### config.mk
export PLATFORM = sky130hd
export DESIGN_NAME = voxel_slice_rle_decoder_flat
export DESIGN_NICKNAME = d
export VERILOG_FILES = /design/src/rtl/core/vsrle_pkg.sv /design/src/rtl/core/vsrle_in_if.sv /design/src/rtl/core/vsrle_out_if.sv /design/src/rtl/core/voxel_slice_rle_decoder.sv /design/src/flat_wrapper.sv
export SDC_FILE = /design/constraint.sdc
export NUM_CORES = 1
export LEC_CHECK = 0
export BUFFER_PORTS_ARGS = -buffer_cell sky130_fd_sc_hd__buf_2
export CAP_MARGIN = 20
export CELL_PAD_IN_SITES_DETAIL_PLACEMENT = 1
export CELL_PAD_IN_SITES_GLOBAL_PLACEMENT = 2
export CORE_UTILIZATION = 35
export CTS_BUF_LIST = sky130_fd_sc_hd__clkbuf_8
export CTS_CLUSTER_DIAMETER = 200
export CTS_CLUSTER_SIZE = 16
export DETAILED_ROUTE_END_ITERATION = 12
export GPL_TIMING_DRIVEN = 0
export HOLD_SLACK_MARGIN = 0.1
export PLACE_DENSITY_LB_ADDON = 0.25
export SLEW_MARGIN = 40
export SYNTH_ARGS = -nofsm -noshare
export SYNTH_HDL_FRONTEND = slang
export SYNTH_SLANG_ARGS = --single-unit
export TNS_END_PERCENT = 30
### constraint.sdc
create_clock -name clk -period 6.4 [get_ports clk]
set_clock_uncertainty 0.15 [all_clocks]
set_input_delay 0.64 -clock clk [delete_from_list [all_inputs] [get_ports clk]]
set_output_delay 0.64 -clock clk [all_outputs]
set_load 0.02 [all_outputs]
### src/rtl/core/vsrle_pkg.sv
package vsrle_pkg;

  // Fixed field widths of the voxel stream and the run descriptors.
  localparam int WORD_W = 32;
  localparam int ADDR_W = 21;
  localparam int CNT_W  = 15;
  localparam int CFG_W  = 8;
  localparam int IDX_W  = 2;

  localparam int MAX_DIM_DEFAULT = 128;

  // Control words of the compressed slice format.
  localparam logic [WORD_W-1:0] CODE_RUN        = 32'd2;
  localparam logic [WORD_W-1:0] CODE_NEXT_SLICE = 32'd6;

  // Configuration register indexes.
  localparam logic [IDX_W-1:0] REG_COMPRESSED_MODE = 2'd0;
  localparam logic [IDX_W-1:0] REG_SIZE_X          = 2'd1;
  localparam logic [IDX_W-1:0] REG_SIZE_Y          = 2'd2;
  localparam logic [IDX_W-1:0] REG_SIZE_Z          = 2'd3;

  // Decoder phase within the compressed stream.
  typedef enum logic [2:0] {
    PH_WORD  = 3'b001,
    PH_COUNT = 3'b010,
    PH_VALUE = 3'b100
  } phase_t;

endpackage

### src/rtl/core/vsrle_in_if.sv
interface vsrle_in_if;
  logic                        valid;
  logic                        ready;
  logic [vsrle_pkg::WORD_W-1:0] data_word;

  modport source (output valid, output data_word, input ready);
  modport sink (input valid, input data_word, output ready);
endinterface

### src/rtl/core/vsrle_out_if.sv
interface vsrle_out_if;
  logic                        valid;
  logic                        ready;
  logic [vsrle_pkg::ADDR_W-1:0] voxel_address;
  logic [vsrle_pkg::CNT_W-1:0]  run_length;
  logic [vsrle_pkg::WORD_W-1:0] voxel_value;
  logic                        overflow;
  logic                        matrix_done;

  modport source (output valid, output voxel_address, output run_length,
                  output voxel_value, output overflow, output matrix_done,
                  input ready);
  modport sink (input valid, input voxel_address, input run_length,
                input voxel_value, input overflow, input matrix_done,
                output ready);
endinterface

### src/rtl/core/voxel_slice_rle_decoder.sv
// A run descriptor is registered and appears on the output in the cycle after the word that causes it.
// Throughput: one data word per cycle; the whole decode step sits between the input
// handshake and the output register. A word is taken in the cycle in which the waiting
// result leaves, so the input stalls only while the receiver holds off.
// Reset (rst, synchronous, active high) selects plain mode with all sizes at 1 and
// returns the decoder to the first voxel of the first slice with no pending run.
module voxel_slice_rle_decoder #(
  parameter int MAX_DIM = vsrle_pkg::MAX_DIM_DEFAULT
) (
  input  logic                          clk,
  input  logic                          rst,
  input  logic                          cfg_we,
  input  logic [vsrle_pkg::IDX_W-1:0]   cfg_index,
  input  logic [vsrle_pkg::CFG_W-1:0]   cfg_data,
  vsrle_in_if.sink                      words,
  vsrle_out_if.source                   runs
);

  // The configuration data is 8 bits wide, so a dimension never exceeds 255 even when
  // MAX_DIM is larger. Every width below follows from the effective cap.
  localparam int DIM_CAP = (MAX_DIM > 255) ? 255 : MAX_DIM;
  localparam int DIM_W   = $clog2(DIM_CAP + 1);
  localparam int SLICE_W = 2 * DIM_W;
  localparam int RW      = (SLICE_W > vsrle_pkg::CNT_W) ? SLICE_W : vsrle_pkg::CNT_W;
  localparam logic [vsrle_pkg::CFG_W-1:0] DIM_CAP_C = vsrle_pkg::CFG_W'(DIM_CAP);

  localparam int AW = vsrle_pkg::ADDR_W;
  localparam int CW = vsrle_pkg::CNT_W;
  localparam int WW = vsrle_pkg::WORD_W;

  // ---------------------------------------------------------------------------
  // Configuration. Dimensions are stored already clamped to 1..cap, and the slice
  // size is multiplied out at write time so that the decode path sees a ready
  // product in the cycle right after the write.
  // ---------------------------------------------------------------------------
  logic                         compressed_mode;
  logic [DIM_W-1:0]             size_x;
  logic [DIM_W-1:0]             size_y;
  logic [vsrle_pkg::CFG_W-1:0]  size_z;
  logic [SLICE_W-1:0]           slice_size;

  logic [vsrle_pkg::CFG_W-1:0]  dim_clamped;
  logic [DIM_W-1:0]             mul_a;
  logic [DIM_W-1:0]             mul_b;

  always_comb begin
    if (cfg_data == '0) begin
      dim_clamped = vsrle_pkg::CFG_W'(1);
    end else if (cfg_data > DIM_CAP_C) begin
      dim_clamped = DIM_CAP_C;
    end else begin
      dim_clamped = cfg_data;
    end
    mul_a = (cfg_index == vsrle_pkg::REG_SIZE_X) ? dim_clamped[DIM_W-1:0] : size_x;
    mul_b = (cfg_index == vsrle_pkg::REG_SIZE_Y) ? dim_clamped[DIM_W-1:0] : size_y;
  end

  always_ff @(posedge clk) begin
    if (rst) begin
      compressed_mode <= 1'b0;
      size_x          <= DIM_W'(1);
      size_y          <= DIM_W'(1);
      size_z          <= vsrle_pkg::CFG_W'(1);
      slice_size      <= SLICE_W'(1);
    end else if (cfg_we) begin
      case (cfg_index)
        vsrle_pkg::REG_COMPRESSED_MODE: compressed_mode <= cfg_data[0];
        vsrle_pkg::REG_SIZE_X: begin
          size_x     <= dim_clamped[DIM_W-1:0];
          slice_size <= mul_a * mul_b;
        end
        vsrle_pkg::REG_SIZE_Y: begin
          size_y     <= dim_clamped[DIM_W-1:0];
          slice_size <= mul_a * mul_b;
        end
        vsrle_pkg::REG_SIZE_Z: size_z <= dim_clamped;
        default: ;
      endcase
    end
  end

  // ---------------------------------------------------------------------------
  // Decoder state.
  // ---------------------------------------------------------------------------
  vsrle_pkg::phase_t            phase, phase_next;
  logic [CW-1:0]                pending, pending_next;
  logic [CW-1:0]                slice_index, slice_index_next;
  logic [vsrle_pkg::CFG_W-1:0]  slice_number, slice_number_next;
  logic [AW-1:0]                slice_base, slice_base_next;
  logic                         finished, finished_next;

  // Handshakes. A new word is taken whenever the output register is empty or is
  // being emptied in the same cycle.
  logic in_acc;
  assign words.ready = !runs.valid || runs.ready;
  assign in_acc      = words.valid && words.ready;

  // Precomputed candidates for closing one or two slices within a single word.
  logic [AW-1:0]                addr_cur, base_p1, base_p2;
  logic [vsrle_pkg::CFG_W-1:0]  num_p1, num_p2;
  logic                         fin_p1, fin_p2;
  logic [RW-1:0]                ss_r, idx_r, room;
  logic                         full;
  logic [CW-1:0]                idx_plain, idx_plain_inc;
  logic                         full_after;
  logic                         run_clip;
  logic [CW-1:0]                run_len;
  logic [WW-1:0]                w;

  // Result being formed for the output register.
  logic                         emit;
  logic [AW-1:0]                e_addr;
  logic [CW-1:0]                e_len;
  logic [WW-1:0]                e_val;
  logic                         e_ovf;
  logic                         e_done;

  always_comb begin
    w        = words.data_word;
    addr_cur = slice_base + AW'(slice_index);
    base_p1  = slice_base + AW'(slice_size);
    base_p2  = slice_base + AW'({slice_size, 1'b0});
    num_p1   = slice_number + vsrle_pkg::CFG_W'(1);
    num_p2   = slice_number + vsrle_pkg::CFG_W'(2);
    fin_p1   = num_p1 >= size_z;
    fin_p2   = num_p2 >= size_z;

    ss_r  = RW'(slice_size);
    idx_r = RW'(slice_index);
    full  = idx_r >= ss_r;
    room  = full ? '0 : (ss_r - idx_r);

    // Plain mode: a full slice is closed first, then the voxel is placed.
    idx_plain     = full ? '0 : slice_index;
    idx_plain_inc = idx_plain + CW'(1);
    full_after    = RW'(idx_plain_inc) >= ss_r;

    // Compressed run: the length is clipped to the room left in the slice.
    run_clip = RW'(pending) > room;
    run_len  = run_clip ? room[CW-1:0] : pending;
  end

  always_comb begin
    phase_next        = phase;
    pending_next      = pending;
    slice_index_next  = slice_index;
    slice_number_next = slice_number;
    slice_base_next   = slice_base;
    finished_next     = finished;
    emit              = 1'b0;
    e_addr            = addr_cur;
    e_len             = CW'(1);
    e_val             = w;
    e_ovf             = 1'b0;
    e_done            = 1'b0;

    if (in_acc && !finished) begin
      if (!compressed_mode) begin
        phase_next = vsrle_pkg::PH_WORD;
        if (full && fin_p1) begin
          // The slice that was already full was the last one: nothing to write.
          slice_base_next   = base_p1;
          slice_index_next  = '0;
          slice_number_next = num_p1;
          finished_next     = 1'b1;
        end else begin
          emit   = 1'b1;
          e_addr = full ? base_p1 : addr_cur;
          if (full_after) begin
            slice_index_next  = '0;
            slice_base_next   = full ? base_p2 : base_p1;
            slice_number_next = full ? num_p2 : num_p1;
            finished_next     = full ? fin_p2 : fin_p1;
            e_done            = full ? fin_p2 : fin_p1;
          end else begin
            slice_index_next  = idx_plain_inc;
            slice_base_next   = full ? base_p1 : slice_base;
            slice_number_next = full ? num_p1 : slice_number;
          end
        end
      end else begin
        case (phase)
          vsrle_pkg::PH_COUNT: begin
            // Counts beyond the counter range saturate.
            pending_next = (|w[WW-1:CW]) ? '1 : w[CW-1:0];
            phase_next   = vsrle_pkg::PH_VALUE;
          end
          vsrle_pkg::PH_VALUE: begin
            phase_next   = vsrle_pkg::PH_WORD;
            pending_next = '0;
            if (run_len != '0) begin
              emit             = 1'b1;
              e_len            = run_len;
              e_ovf            = run_clip;
              slice_index_next = slice_index + run_len;
            end
          end
          default: begin
            phase_next = vsrle_pkg::PH_WORD;
            if (w == vsrle_pkg::CODE_NEXT_SLICE) begin
              slice_base_next   = base_p1;
              slice_index_next  = '0;
              slice_number_next = num_p1;
              finished_next     = fin_p1;
              // Only the end of the last slice produces a marker transaction.
              emit   = fin_p1;
              e_len  = '0;
              e_val  = '0;
              e_done = 1'b1;
            end else if (w == vsrle_pkg::CODE_RUN) begin
              phase_next = vsrle_pkg::PH_COUNT;
            end else if (!full) begin
              emit             = 1'b1;
              slice_index_next = slice_index + CW'(1);
            end
          end
        endcase
      end
    end
  end

  always_ff @(posedge clk) begin
    if (rst) begin
      phase        <= vsrle_pkg::PH_WORD;
      pending      <= '0;
      slice_index  <= '0;
      slice_number <= '0;
      slice_base   <= '0;
      finished     <= 1'b0;
    end else begin
      phase        <= phase_next;
      pending      <= pending_next;
      slice_index  <= slice_index_next;
      slice_number <= slice_number_next;
      slice_base   <= slice_base_next;
      finished     <= finished_next;
    end
  end

  // ---------------------------------------------------------------------------
  // Output register. It loads whenever the accepted word produces a run or the end marker and
  // otherwise drains on the downstream handshake.
  // ---------------------------------------------------------------------------
  always_ff @(posedge clk) begin
    if (rst) begin
      runs.valid <= 1'b0;
    end else if (emit) begin
      runs.valid <= 1'b1;
    end else if (runs.ready) begin
      runs.valid <= 1'b0;
    end
  end

  always_ff @(posedge clk) begin
    if (emit) begin
      runs.voxel_address <= e_addr;
      runs.run_length    <= e_len;
      runs.voxel_value   <= e_val;
      runs.overflow      <= e_ovf;
      runs.matrix_done   <= e_done;
    end
  end

`ifndef SYNTH
  // Once the matrix is complete, further words leave the position untouched.
  a_finished_holds: assert property (@(posedge clk) disable iff (rst)
    (in_acc && finished) |=> ($stable(slice_base) && $stable(slice_index)
                              && finished))
    else $error("decoder state moved after the matrix was finished");

  // A transaction that completes the matrix always leaves the decoder finished.
  a_done_finished: assert property (@(posedge clk) disable iff (rst)
    (runs.valid && runs.matrix_done) |-> finished)
    else $error("matrix_done shown while the decoder is not finished");

  // Only the end-of-matrix marker has a zero length.
  a_zero_len_marker: assert property (@(posedge clk) disable iff (rst)
    (runs.valid && (runs.run_length == '0)) |-> runs.matrix_done)
    else $error("zero-length run without matrix_done");

  // A run code can only be in progress before the matrix is complete.
  a_phase_not_finished: assert property (@(posedge clk) disable iff (rst)
    (phase != vsrle_pkg::PH_WORD) |-> !finished)
    else $error("run code pending after the matrix was finished");
`endif

endmodule
### src/flat_wrapper.sv
// flat-port wrapper written by rule: the top's interface ports become plain ports
module voxel_slice_rle_decoder_flat 
#(
  parameter int MAX_DIM = vsrle_pkg::MAX_DIM_DEFAULT
)
  (clk, rst, cfg_we, cfg_index, cfg_data, words_valid, words_data_word, words_ready, runs_valid, runs_voxel_address, runs_run_length, runs_voxel_value, runs_overflow, runs_matrix_done, runs_ready);
  vsrle_in_if words_i ();
  vsrle_out_if runs_i ();
  input  logic clk;
  input  logic rst;
  input  logic cfg_we;
  input  logic [vsrle_pkg::IDX_W-1:0] cfg_index;
  input  logic [vsrle_pkg::CFG_W-1:0] cfg_data;
  input wire logic [$bits(words_i.valid)-1:0] words_valid;
  input wire logic [$bits(words_i.data_word)-1:0] words_data_word;
  output wire logic [$bits(words_i.ready)-1:0] words_ready;
  output wire logic [$bits(runs_i.valid)-1:0] runs_valid;
  output wire logic [$bits(runs_i.voxel_address)-1:0] runs_voxel_address;
  output wire logic [$bits(runs_i.run_length)-1:0] runs_run_length;
  output wire logic [$bits(runs_i.voxel_value)-1:0] runs_voxel_value;
  output wire logic [$bits(runs_i.overflow)-1:0] runs_overflow;
  output wire logic [$bits(runs_i.matrix_done)-1:0] runs_matrix_done;
  input wire logic [$bits(runs_i.ready)-1:0] runs_ready;
  assign words_i.valid = words_valid;
  assign words_i.data_word = words_data_word;
  assign words_ready = words_i.ready;
  assign runs_valid = runs_i.valid;
  assign runs_voxel_address = runs_i.voxel_address;
  assign runs_run_length = runs_i.run_length;
  assign runs_voxel_value = runs_i.voxel_value;
  assign runs_overflow = runs_i.overflow;
  assign runs_matrix_done = runs_i.matrix_done;
  assign runs_i.ready = runs_ready;
  voxel_slice_rle_decoder #(.MAX_DIM(MAX_DIM)) u_core (.clk(clk), .rst(rst), .cfg_we(cfg_we), .cfg_index(cfg_index), .cfg_data(cfg_data), .words(words_i), .runs(runs_i));
endmodule
==> results.yml, run 1 <==
min_path:
  hold_path.class: "in2reg"
floorplanning:
  dieHeight_um: 207
  die_area_um2: 43000
  core.rowCount: 74
  pin_count: 119
  initial_core_util: 0.358
  core_um2: 41200
  dieWidth_um: 207
timing:
  final-setup-viol-count: 2
  min_period_ns: 6.53
  max_freq_mhz: 153
  setup_tns_ns: -0.227
  rsz0062_at_grt: "true"
  worst_slack_ns: -0.132
  worst_pin_slew_ns: 0.896
  fin_crit_sh: 1.02
  hold_violations: 0
  maxSlewHeadroom: 0.403
  maxSlewViolCount: 0
finish:
  num_antenna_cells: 0
  area_growth_pct: 19.3
  multi_input_area_um2: 10300
  seqCellArea_um2: 4260
  final_util: 0.427
  nNetsFinal: 2184
  fill_cells: 4857
  fin_cells: 2475
  drive_gt1_frac: 0.200
clock_tree:
  insertion_delay_ns: 0.58
  cts_tree: "yes"
  cts_inserted_buffers: 17
  numClockSinks: 175
  clkTransAtPathRegs_ns: 0.11
  h-tree-depth: 4
  cts_root_buf: "clkbuf_8"
  clock_path_buffers: 2
grt:
  antenna_found_initial: 0
  grt_pass1_wl_mm: 79.8
  grt_util_all_layers: 0.241
  overflow: 0
  first_global_vias: 14050
  grt_max_degree: 49
route:
  wl_per_cell_um: 20.5
  via_per_inst: 5.49
  drt_wl_total_mm: 50.8
  antenna_left: 0
  drtPass1Iterations: 5
  vias: 13590
  drt_iter0_markers: 697
  route.detailed.drc: 0
synthesis:
  synth_nets: 1999
  async_flop_share: 0
  synth-edff-count: 70
  synth_ff_type: "dfxtp_1"
  postSynthAreaPerCell_um2: 8.46
  synth_warnings: 0
  yosysUniqueCellTypes: 84
  ys_seq_area_frac: 0.285
  ys_seq_elements: 175
  synthCells: 1745
  synthesis.area_um2: 14800
critical_path:
  critPathMaxStageDelay_ns: 0.48
  crit_family: "compound AO/OA/AOI/OAI gates"
  critPathKind: "reg2reg"
  reg2reg_slack_ns: -0.13
  worstPathArrival_ns: 6.90
  cp_max_fo: 6
  cp-start-kind: "flop"
  cp_num_buf_inv: 4
  crit_required_ns: 6.76
  endpoint_kind: "flop"
  worst_path_max_delay_cell: "or4b_4"
status:
  status: "finished, violations left"
  violations: "negative setup slack"
power_and_ir_drop:
  p_leak_nw: 7.51
  cellPowerDensity_nw_per_um2: 370
  peakVddDrop_v: 0.000174
placement:
  io_buffer_count: 116
  dp.cells: 2394
  dp_hpwl_mm: 39.7
  gp_congestion: 0.868
flow_run:
  cap_viol_max_count: 0
[stage by stage]
stage | setup slack [ns] | total power (W) | hold WS, ns | cell area (um2)
finish | -0.132 | 0.00651 | 0.175 | 17600
global route | -0.445 | 0.00697 | 0.129 | 17600
CTS | 0.00288 | 0.00634 | 0.110 | 17200
detailed placement | -1.56 | 0.00514 | 0.299 | 16100
global placement | -1.97 | 0.00505 | 0.297 | 16000
floorplan | 0.0134 | 0.00407 | 0.281 | 14800
[worst paths after layout]
check	from	to	cells past startpoint
max	u_core.slice_index[1]$_SDFFE_PP0P_	u_core.slice_index[14]$_SDFFE_PP0P_	31
max reg2reg	u_core.slice_index[1]$_SDFFE_PP0P_	u_core.slice_index[14]$_SDFFE_PP0P_	31
min reg2reg	u_core.size_z[4]$_SDFFE_PP0P_	u_core.size_z[4]$_SDFFE_PP0P_	2
min	words_data_word[29]	u_core.runs.voxel_value[29]$_DFFE_PP_	2
[synthesized netlist by cell type (9+ instances only)]
| cell type | n | area share |
|---|---|---|
| a211oi_1 | 30 | 0.015 |
| a21o_1 | 31 | 0.016 |
| a21oi_1 | 129 | 0.044 |
| a22oi_1 | 15 | 0.0076 |
| a311oi_1 | 11 | 0.0065 |
| a31oi_1 | 16 | 0.0068 |
| and2_1 | 12 | 0.0051 |
| and3_1 | 16 | 0.0068 |
| buf_1 | 10 | 0.0025 |
| clkbuf_1 | 81 | 0.021 |
| dfxtp_1 | 105 | 0.14 |
| edfxtp_1 | 70 | 0.14 |
| fa_1 | 41 | 0.056 |
| ha_1 | 166 | 0.14 |
| inv_1 | 134 | 0.034 |
| mux2_2 | 13 | 0.0099 |
| mux2i_1 | 23 | 0.016 |
| nand2_1 | 176 | 0.045 |
| nand2b_1 | 22 | 0.0093 |
| nand3_1 | 44 | 0.015 |
| nand4_1 | 13 | 0.0055 |
| nor2_1 | 177 | 0.045 |
| nor2b_1 | 18 | 0.0076 |
| nor3_1 | 35 | 0.012 |
| nor4_1 | 10 | 0.0042 |
| o211a_1 | 9 | 0.0061 |
| o211ai_1 | 10 | 0.0051 |
| o21ai_0 | 81 | 0.027 |
| o22ai_1 | 10 | 0.0042 |
| or3_1 | 14 | 0.0059 |
| xnor2_1 | 73 | 0.043 |
| xor2_1 | 38 | 0.023 |
[power by group]
part	total (W)	switching (W)	internal, W
Sequential	0.00172	0.000194	0.00152
Combinational	0.00394	0.00242	0.00152
Clock	0.000856	0.000493	0.000363
Total	0.00651	0.00311	0.00340
[cell usage in the layout (no fill, tap or decap), types with 15 or more instances in the layout]
cell type	netlist	routed
nor3_1	35	31
clkbuf_8	0	20
buf_2	1	120
clkbuf_1	81	69
xor2_1	38	37
a211oi_1	30	26
nand2_1	176	172
a21o_1	31	30
ha_1	166	149
and3_1	16	15
edfxtp_1	70	70
nor2b_1	18	18
inv_1	134	126
nand3_1	44	41
nand2b_1	22	20
buf_4	3	49
dfxtp_1	105	80
fa_1	41	39
a21oi_1	129	119
o21ai_0	81	73
xnor2_1	73	69
nor2_1	177	175
[routing by layer]
metal / track usage / share of wire
met3: 0.0390 / 0.039
met4: 0.0723 / 0.022
met2: 0.405 / 0.48
met1: 0.315 / 0.46
met5: 0 / 0
[state kept, by name, summed over array words and instances, names as in the netlist]
name,cells
u_core.runs.valid,1
u_core.slice_size,16
u_core.slice_number,8
u_core.pending,15
u_core.runs.overflow,1
u_core.size_z,8
u_core.runs.voxel_value,32
u_core.runs.voxel_address,21
u_core.runs.matrix_done,1
u_core.runs.run_length,15
u_core.compressed_mode,1
u_core.finished,1
u_core.phase,3
u_core.slice_index,15
u_core.slice_base,21
u_core.size_y,8
u_core.size_x,8
[area by class of cell]
cell class | count | area share
clock buffer | 18 | 0.0141
buffer | 98 | 0.0264
inverter | 134 | 0.0291
sequential | 175 | 0.242
timing repair buffer | 166 | 0.0563
multi-input combinational | 1338 | 0.585
clock inverter | 14 | 0.00888
tap | 532 | 0.0378
[what timing repair did]
| item | 4_1_cts | 5_1_grt |
|---|---|---|
| hold buffers | 0 | 0 |
| pin swaps | 35 | 18 |
| buffers inserted | 36 | 16 |
| setup endpoints to repair | 129 | 95 |
| gates resized for setup | 113 | 68 |
[cells by family (layout without fill, tap and decap cells)]
kind of cell,after synthesis,after routing,share of synthesized area
xor gates and xnor gates,111,111,0.0659
adders and majority gates,208,208,0.197
and+or+nand+nor,570,570,0.180
buffers and inverters,232,430,0.0610
DFF,175,175,0.285
AOI/OAI and AO/OA,413,413,0.186
muxes,36,36,0.0255
Power figures use the tool's default switching activity.
==> run 2: changes to the inputs <==
--- a/config.mk
+++ b/config.mk
@@ -6,10 +6,9 @@
 export NUM_CORES = 1
 export LEC_CHECK = 0
 export BUFFER_PORTS_ARGS = -buffer_cell sky130_fd_sc_hd__buf_2
-export CAP_MARGIN = 20
 export CELL_PAD_IN_SITES_DETAIL_PLACEMENT = 1
 export CELL_PAD_IN_SITES_GLOBAL_PLACEMENT = 2
-export CORE_UTILIZATION = 35
+export CORE_UTILIZATION = 39
 export CTS_BUF_LIST = sky130_fd_sc_hd__clkbuf_8
 export CTS_CLUSTER_DIAMETER = 200
 export CTS_CLUSTER_SIZE = 16
==> constraint.sdc (replaced) <==
create_clock -name clk -period 6.37 [get_ports clk]
set_clock_uncertainty 0.15 [all_clocks]
set_input_delay 0.637 -clock clk [delete_from_list [all_inputs] [get_ports clk]]
set_output_delay 0.637 -clock clk [all_outputs]
set_load 0.02 [all_outputs]
==> run 2 against run 1 <==
  * Fmax decreased by 2.7%
  * Register-to-register slack got worse by 0.21 ns
  * Combinational power about the same
  * Final cell count shrank 0.89%
  * Clock-buffer cell count shrank 1
  * Setup slack got worse by 0.21 ns
  * Die area fell by 10%
  * Worst hold slack better by 0.058 ns
  * The flow still finishes with violations (negative setup slack)
  * Critical path depth did not move
  * Flip-flop and latch count unchanged
==> results.yml, run 2 (same netlist as run 1, synthesis figures left out) <==
route:
  antenna_left: 0
  drtPass1Iterations: 5
  vias: 13427
  route.detailed.drc: 0
  drt_wl_total_mm: 49.4
  via_per_inst: 5.47
  drt_iter0_markers: 714
  wl_per_cell_um: 20.1
timing:
  min_period_ns: 6.71
  worst_slack_ns: -0.343
  fin_crit_sh: 1.05
  rsz0062_at_grt: "true"
  final-setup-viol-count: 5
  worst_pin_slew_ns: 0.932
  max_freq_mhz: 149
  maxSlewViolCount: 0
  hold_violations: 0
  maxSlewHeadroom: 0.379
finish:
  regMostFlops: "u_core.runs.voxel_value"
  fill_cells: 4458
  fin_cells: 2453
  nNetsFinal: 2190
  num_antenna_cells: 0
  final_util: 0.475
  layout_commonest_cell: "nor2_1"
  area_growth_pct: 18.9
  reg_top3: "u_core.runs.voxel_value (32), u_core.runs.voxel_address (21), u_core.slice_base (21)"
  drive_gt1_frac: 0.201
  final_cell_mix: "nor2_1 (176), nand2_1 (173), ha_1 (151)"
  largest_reg_flops: 32
critical_path:
  reg2reg_slack_ns: -0.34
  rr_worst_depth: 31
  cp_max_fo: 5
  crit_required_ns: 6.67
  endpoint_kind: "flop"
  worstPathArrival_ns: 7.01
  worst_path_max_delay_cell: "or4b_4"
  critPathKind: "reg2reg"
  reg2reg_from: "u_core.slice_index[1]$_SDFFE_PP0P_"
  cpMostUsedCell: "a21oi_2"
  cp-start-kind: "flop"
  critPathMaxStageDelay_ns: 0.48
  r2r-end: "u_core.slice_index[14]$_SDFFE_PP0P_"
clock_tree:
  insertion_delay_ns: 0.52
  cts_inserted_buffers: 17
  h-tree-depth: 4
  numClockSinks: 175
  clock_path_buffers: 2
  clkTransAtPathRegs_ns: 0.11
  cts_tree: "yes"
  cts_root_buf: "clkbuf_8"
floorplanning:
  die_area_um2: 38600
  core.rowCount: 70
  core_um2: 37000
  dieHeight_um: 197
  pin_count: 119
  initial_core_util: 0.399
  dieWidth_um: 197
placement:
  dp.cells: 2366
  io_buffer_count: 116
  gp_congestion: 0.890
  dp_hpwl_mm: 38.3
power_and_ir_drop:
  cellPowerDensity_nw_per_um2: 370
  power_w: 0.00650
  p_leak_nw: 7.53
  peakVddDrop_v: 0.000162
grt:
  grt_max_degree: 49
  grt_pass1_wl_mm: 75.8
  overflow: 0
  grt_util_all_layers: 0.255
  first_global_vias: 13484
  antenna_found_initial: 0
flow_run:
  cap_viol_max_count: 0
min_path:
  hold_depth: 2
  worstHoldStart: "words_data_word[30]"
  hold_path.class: "in2reg"
  min_to: "u_core.runs.voxel_value[30]$_DFFE_PP_"
status:
  status: "finished, violations left"
  violations: "negative setup slack"
-- run 2: changes by cell type in the layout (fill, tap and decap cells not counted), moves of 3 or more --
cell	previous run	this run
buf_4	49	55
ha_4	13	10
clkbuf_1	69	66
inv_6	4	7
-- run 2: worst max path at each step --
stage                                             from                                  endpoint  slack, ns  cells past startpoint
floorplan           u_core.slice_index[0]$_SDFFE_PP0P_       u_core.slice_index[14]$_SDFFE_PP0P_       0.01                     31
global placement    u_core.slice_index[7]$_SDFFE_PP0P_  u_core.runs.run_length[14]$_SDFFCE_PN0P_      -1.84                     25
detailed placement  u_core.slice_index[7]$_SDFFE_PP0P_       u_core.slice_index[14]$_SDFFE_PP0P_      -1.64                     32
CTS                  u_core.slice_size[0]$_SDFFE_PP1P_       u_core.slice_index[14]$_SDFFE_PP0P_      -0.09                     32
global route        u_core.slice_index[2]$_SDFFE_PP0P_       u_core.slice_index[14]$_SDFFE_PP0P_      -0.62                     32
finish              u_core.slice_index[1]$_SDFFE_PP0P_       u_core.slice_index[14]$_SDFFE_PP0P_      -0.34                     31
-- run 2: what timing repair did --
action,CTS,global route
endpoints found under the setup margin,133,95
resized for setup,96,72
hold buffers,0,0
buffers inserted,31,26
pin swaps,29,52
-- run 2: final cells by class --
type                    instances  area (um2)  share of cell area
clock buffers                  17         234              0.0133
inverters                     134         514              0.0293
plain buffers                  97         462              0.0263
flip-flops and latches        175        4260               0.243
clock inverters                15         150             0.00856
multi-input cells            1338       10300               0.585
well taps                     504         631              0.0359
repair buffers                173        1040              0.0591
-- run 2: layer usage --
metal,track usage,share of wire,vias to the layer above
met2,0.418,0.46,276
met3,0.0339,0.042,50
met4,0.0718,0.021,0
li1,-,-,6529
met1,0.350,0.47,6572
met5,0,0,-
-- run 2: critical path: cells and delay by family, from the launching register on --
kind            cells  cell delay (ns)
xor+xnor            1             0.24
mux                 1             0.15
flops               1             0.38
buf+inv             4             0.59
simple gates        7             1.36
fa+ha+maj           4             1.13
compound gates     14             2.65
-- run 2: through the flow --
step / setup WS (ns) / hold slack, ns / setup TNS [ns] / cell area [um2]
6_report: -0.343 / 0.233 / -0.713 / 17500
4_1_cts: -0.0865 / 0.194 / -0.172 / 17000
3_3_place_gp: -1.84 / 0.298 / -152.67 / 16000
3_5_place_dp: -1.64 / 0.301 / -86.08 / 16100
5_1_grt: -0.622 / 0.201 / -10.12 / 17500
2_1_floorplan: 0.0146 / 0.281 / 0 / 14800
-- run 2: power by group --
part / leakage (nW) / internal, W / switching [W]
registers: 1.53 / 0.00153 / 0.000193
clock network: 0.194 / 0.000322 / 0.000493
logic: 5.81 / 0.00154 / 0.00243
==> run 3: changes to the inputs <==
--- a/config.mk
+++ b/config.mk
@@ -16,6 +16,7 @@
 export GPL_TIMING_DRIVEN = 0
 export HOLD_SLACK_MARGIN = 0.1
 export PLACE_DENSITY_LB_ADDON = 0.25
+export REMOVE_ABC_BUFFERS = 1
 export SLEW_MARGIN = 40
 export SYNTH_ARGS = -nofsm -noshare
 export SYNTH_HDL_FRONTEND = slang
==> run 3 against run 2 <==
  * The flow still finishes with violations (negative setup slack)
  * Routed wire length decreased by 8.7%
  * Utilization decreased by 0.90 points
  * Die area unchanged
  * Critical path type unchanged
  * Largest cell class unchanged
==> results.yml, run 3 (same netlist as run 1, synthesis figures left out) <==
critical_path:
  rr_worst_depth: 36
  worstPathArrival_ns: 6.65
  reg2reg_from: "u_core.slice_index[1]$_SDFFE_PP0P_"
  cpMostUsedCell: "buf_4"
  cp-start-kind: "flop"
  endpoint_kind: "flop"
  critPathKind: "reg2reg"
  critPathMaxStageDelay_ns: 0.39
  crit_required_ns: 6.47
  reg2reg_slack_ns: -0.18
  r2r-end: "u_core.runs.run_length[0]$_SDFFCE_PN1P_"
  worst_path_max_delay_cell: "dfxtp_4"
  cp_max_fo: 4
min_path:
  hold_path.class: "in2reg"
  hold_depth: 1
  min_to: "u_core.runs.voxel_value[27]$_DFFE_PP_"
  worstHoldStart: "words_data_word[27]"
placement:
  io_buffer_count: 118
  dp_hpwl_mm: 34.1
  gp_congestion: 0.882
  place_area_um2: 15800
route:
  drt_wl_total_mm: 45.0
  drtPass1Iterations: 4
  route.detailed.drc: 0
  drt_iter0_markers: 432
  antenna_left: 0
  vias: 13048
  wl_per_cell_um: 19.0
  via_per_inst: 5.50
finish:
  reg_top3: "u_core.runs.voxel_value (32), u_core.runs.voxel_address (21), u_core.slice_base (21)"
  num_antenna_cells: 0
  nNetsFinal: 2109
  largest_reg_flops: 32
  layout_commonest_cell: "nor2_1"
  area_growth_pct: 16.7
  drive_gt1_frac: 0.204
  regMostFlops: "u_core.runs.voxel_value"
  fin_area_um2: 17200
  final_cell_mix: "nor2_1 (175), nand2_1 (174), ha_1 (147)"
clock_tree:
  clkTransAtPathRegs_ns: 0.12
  cts_inserted_buffers: 17
  insertion_delay_ns: 0.54
  cts_tree: "yes"
  numClockSinks: 175
  cts_root_buf: "clkbuf_8"
  h-tree-depth: 4
  clock_path_buffers: 2
floorplanning:
  initial_core_util: 0.399
  pin_count: 119
  core.rowCount: 70
  dieHeight_um: 197
  dieWidth_um: 197
  die_area_um2: 38600
  core_um2: 37000
timing:
  worst_pin_slew_ns: 0.862
  min_period_ns: 6.55
  max_freq_mhz: 153
  final-setup-viol-count: 2
  whs_ns: 0.160
  hold_violations: 0
  fin_crit_sh: 1.03
  maxSlewHeadroom: 0.425
  rsz0062_at_grt: "true"
  maxSlewViolCount: 0
  worst_slack_ns: -0.185
power_and_ir_drop:
  power_w: 0.00635
  peakVddDrop_v: 0.000155
  cellPowerDensity_nw_per_um2: 369
  p_leak_nw: 7.41
status:
  status: "finished, violations left"
  violations: "negative setup slack"
flow_run:
  cap_viol_max_count: 0
grt:
  grt_pass1_wl_mm: 71.5
  first_global_vias: 13654
  grt_max_degree: 65
  antenna_found_initial: 0
  overflow: 0
  grt_util_all_layers: 0.235
run 3: changes by cell type in the layout (fill, tap and decap cells not counted), moves of 4 or more:
cell and delta:
inv_2 +4, buf_2 -4, buf_4 +9, ha_1 -4
mux2i_4 -4, buf_1 -6, clkbuf_2 -8, dfxtp_2 -5
clkbuf_1 -66, dfxtp_1 +5
run 3: what timing repair did:
| item | in CTS | in global routing |
|---|---|---|
| hold buffers | 0 | 0 |
| setup endpoints to repair | 123 | 81 |
| setup buffers | 39 | 22 |
| pin swaps | 31 | 26 |
| gates resized for setup | 88 | 51 |
run 3: layout make-up:
type | instances | area, um2
clock buffers | 18 | 248
repair buffers | 189 | 1180
clock inverters | 14 | 155
flip-flops and latches | 175 | 4250
fillers | 4358 | 19700
multi-input cells | 1338 | 10200
well taps | 504 | 631
inverters | 134 | 509
run 3: how the worst max path moves through the flow:
stage                                                    from                                 endpoint  slack, ns  cells after the start
after detailed placement   u_core.slice_index[1]$_SDFFE_PP0P_      u_core.slice_index[14]$_SDFFE_PP0P_      -1.91                     29
after global routing       u_core.slice_index[1]$_SDFFE_PP0P_      u_core.slice_index[14]$_SDFFE_PP0P_      -0.41                     32
final                      u_core.slice_index[1]$_SDFFE_PP0P_  u_core.runs.run_length[0]$_SDFFCE_PN1P_      -0.18                     36
after global placement    u_core.slice_index[12]$_SDFFE_PP0P_       u_core.slice_base[18]$_SDFFE_PP0P_      -3.05                     21
after floorplan           u_core.slice_index[12]$_SDFFE_PP0P_      u_core.slice_index[14]$_SDFFE_PP0P_      -0.42                     27
after CTS                  u_core.slice_index[1]$_SDFFE_PP0P_      u_core.slice_index[14]$_SDFFE_PP0P_       -0.1                     28
run 3: report_power, final:
group	internal (W)	switching, W	total, W
logic	0.00146	0.00232	0.00377
registers	0.00153	0.000190	0.00172
clock network	0.000367	0.000486	0.000854
total	0.00335	0.00299	0.00635
run 3: stage by stage:
| stage | setup TNS, ns | worst slack, ns | instances | util |
|---|---|---|---|---|
| after floorplan | -12.99 | -0.424 | 1647 | - |
| after global placement | -307.22 | -3.05 | 2269 | 0.422 |
| after detailed placement | -93.17 | -1.91 | 2281 | 0.427 |
| after CTS | -0.0989 | -0.0976 | 2352 | 0.455 |
| after global routing | -1.15 | -0.406 | 2372 | 0.466 |
| final | -0.268 | -0.185 | 2372 | 0.466 |
run 3: layer usage:
metal / vias to the layer above / part of all wire / global-route usage
met4: 0 / 0.021 / 0.0773
met1: 6492 / 0.43 / 0.275
met3: 52 / 0.018 / 0.0224
li1: 6346 / - / -
met2: 158 / 0.53 / 0.447
met5: - / 0 / 0
run 3: critical path, delay by kind of cell (launching register included):
family                   cells  cell delay, ns
adder cells (fa/ha/maj)      2            0.63
AND/OR/NAND/NOR              6            1.16
flip-flops                   1            0.39
AO/OA/AOI/OAI                8            1.34
XOR/XNOR                     1            0.16
buffers and inverters       19            2.42
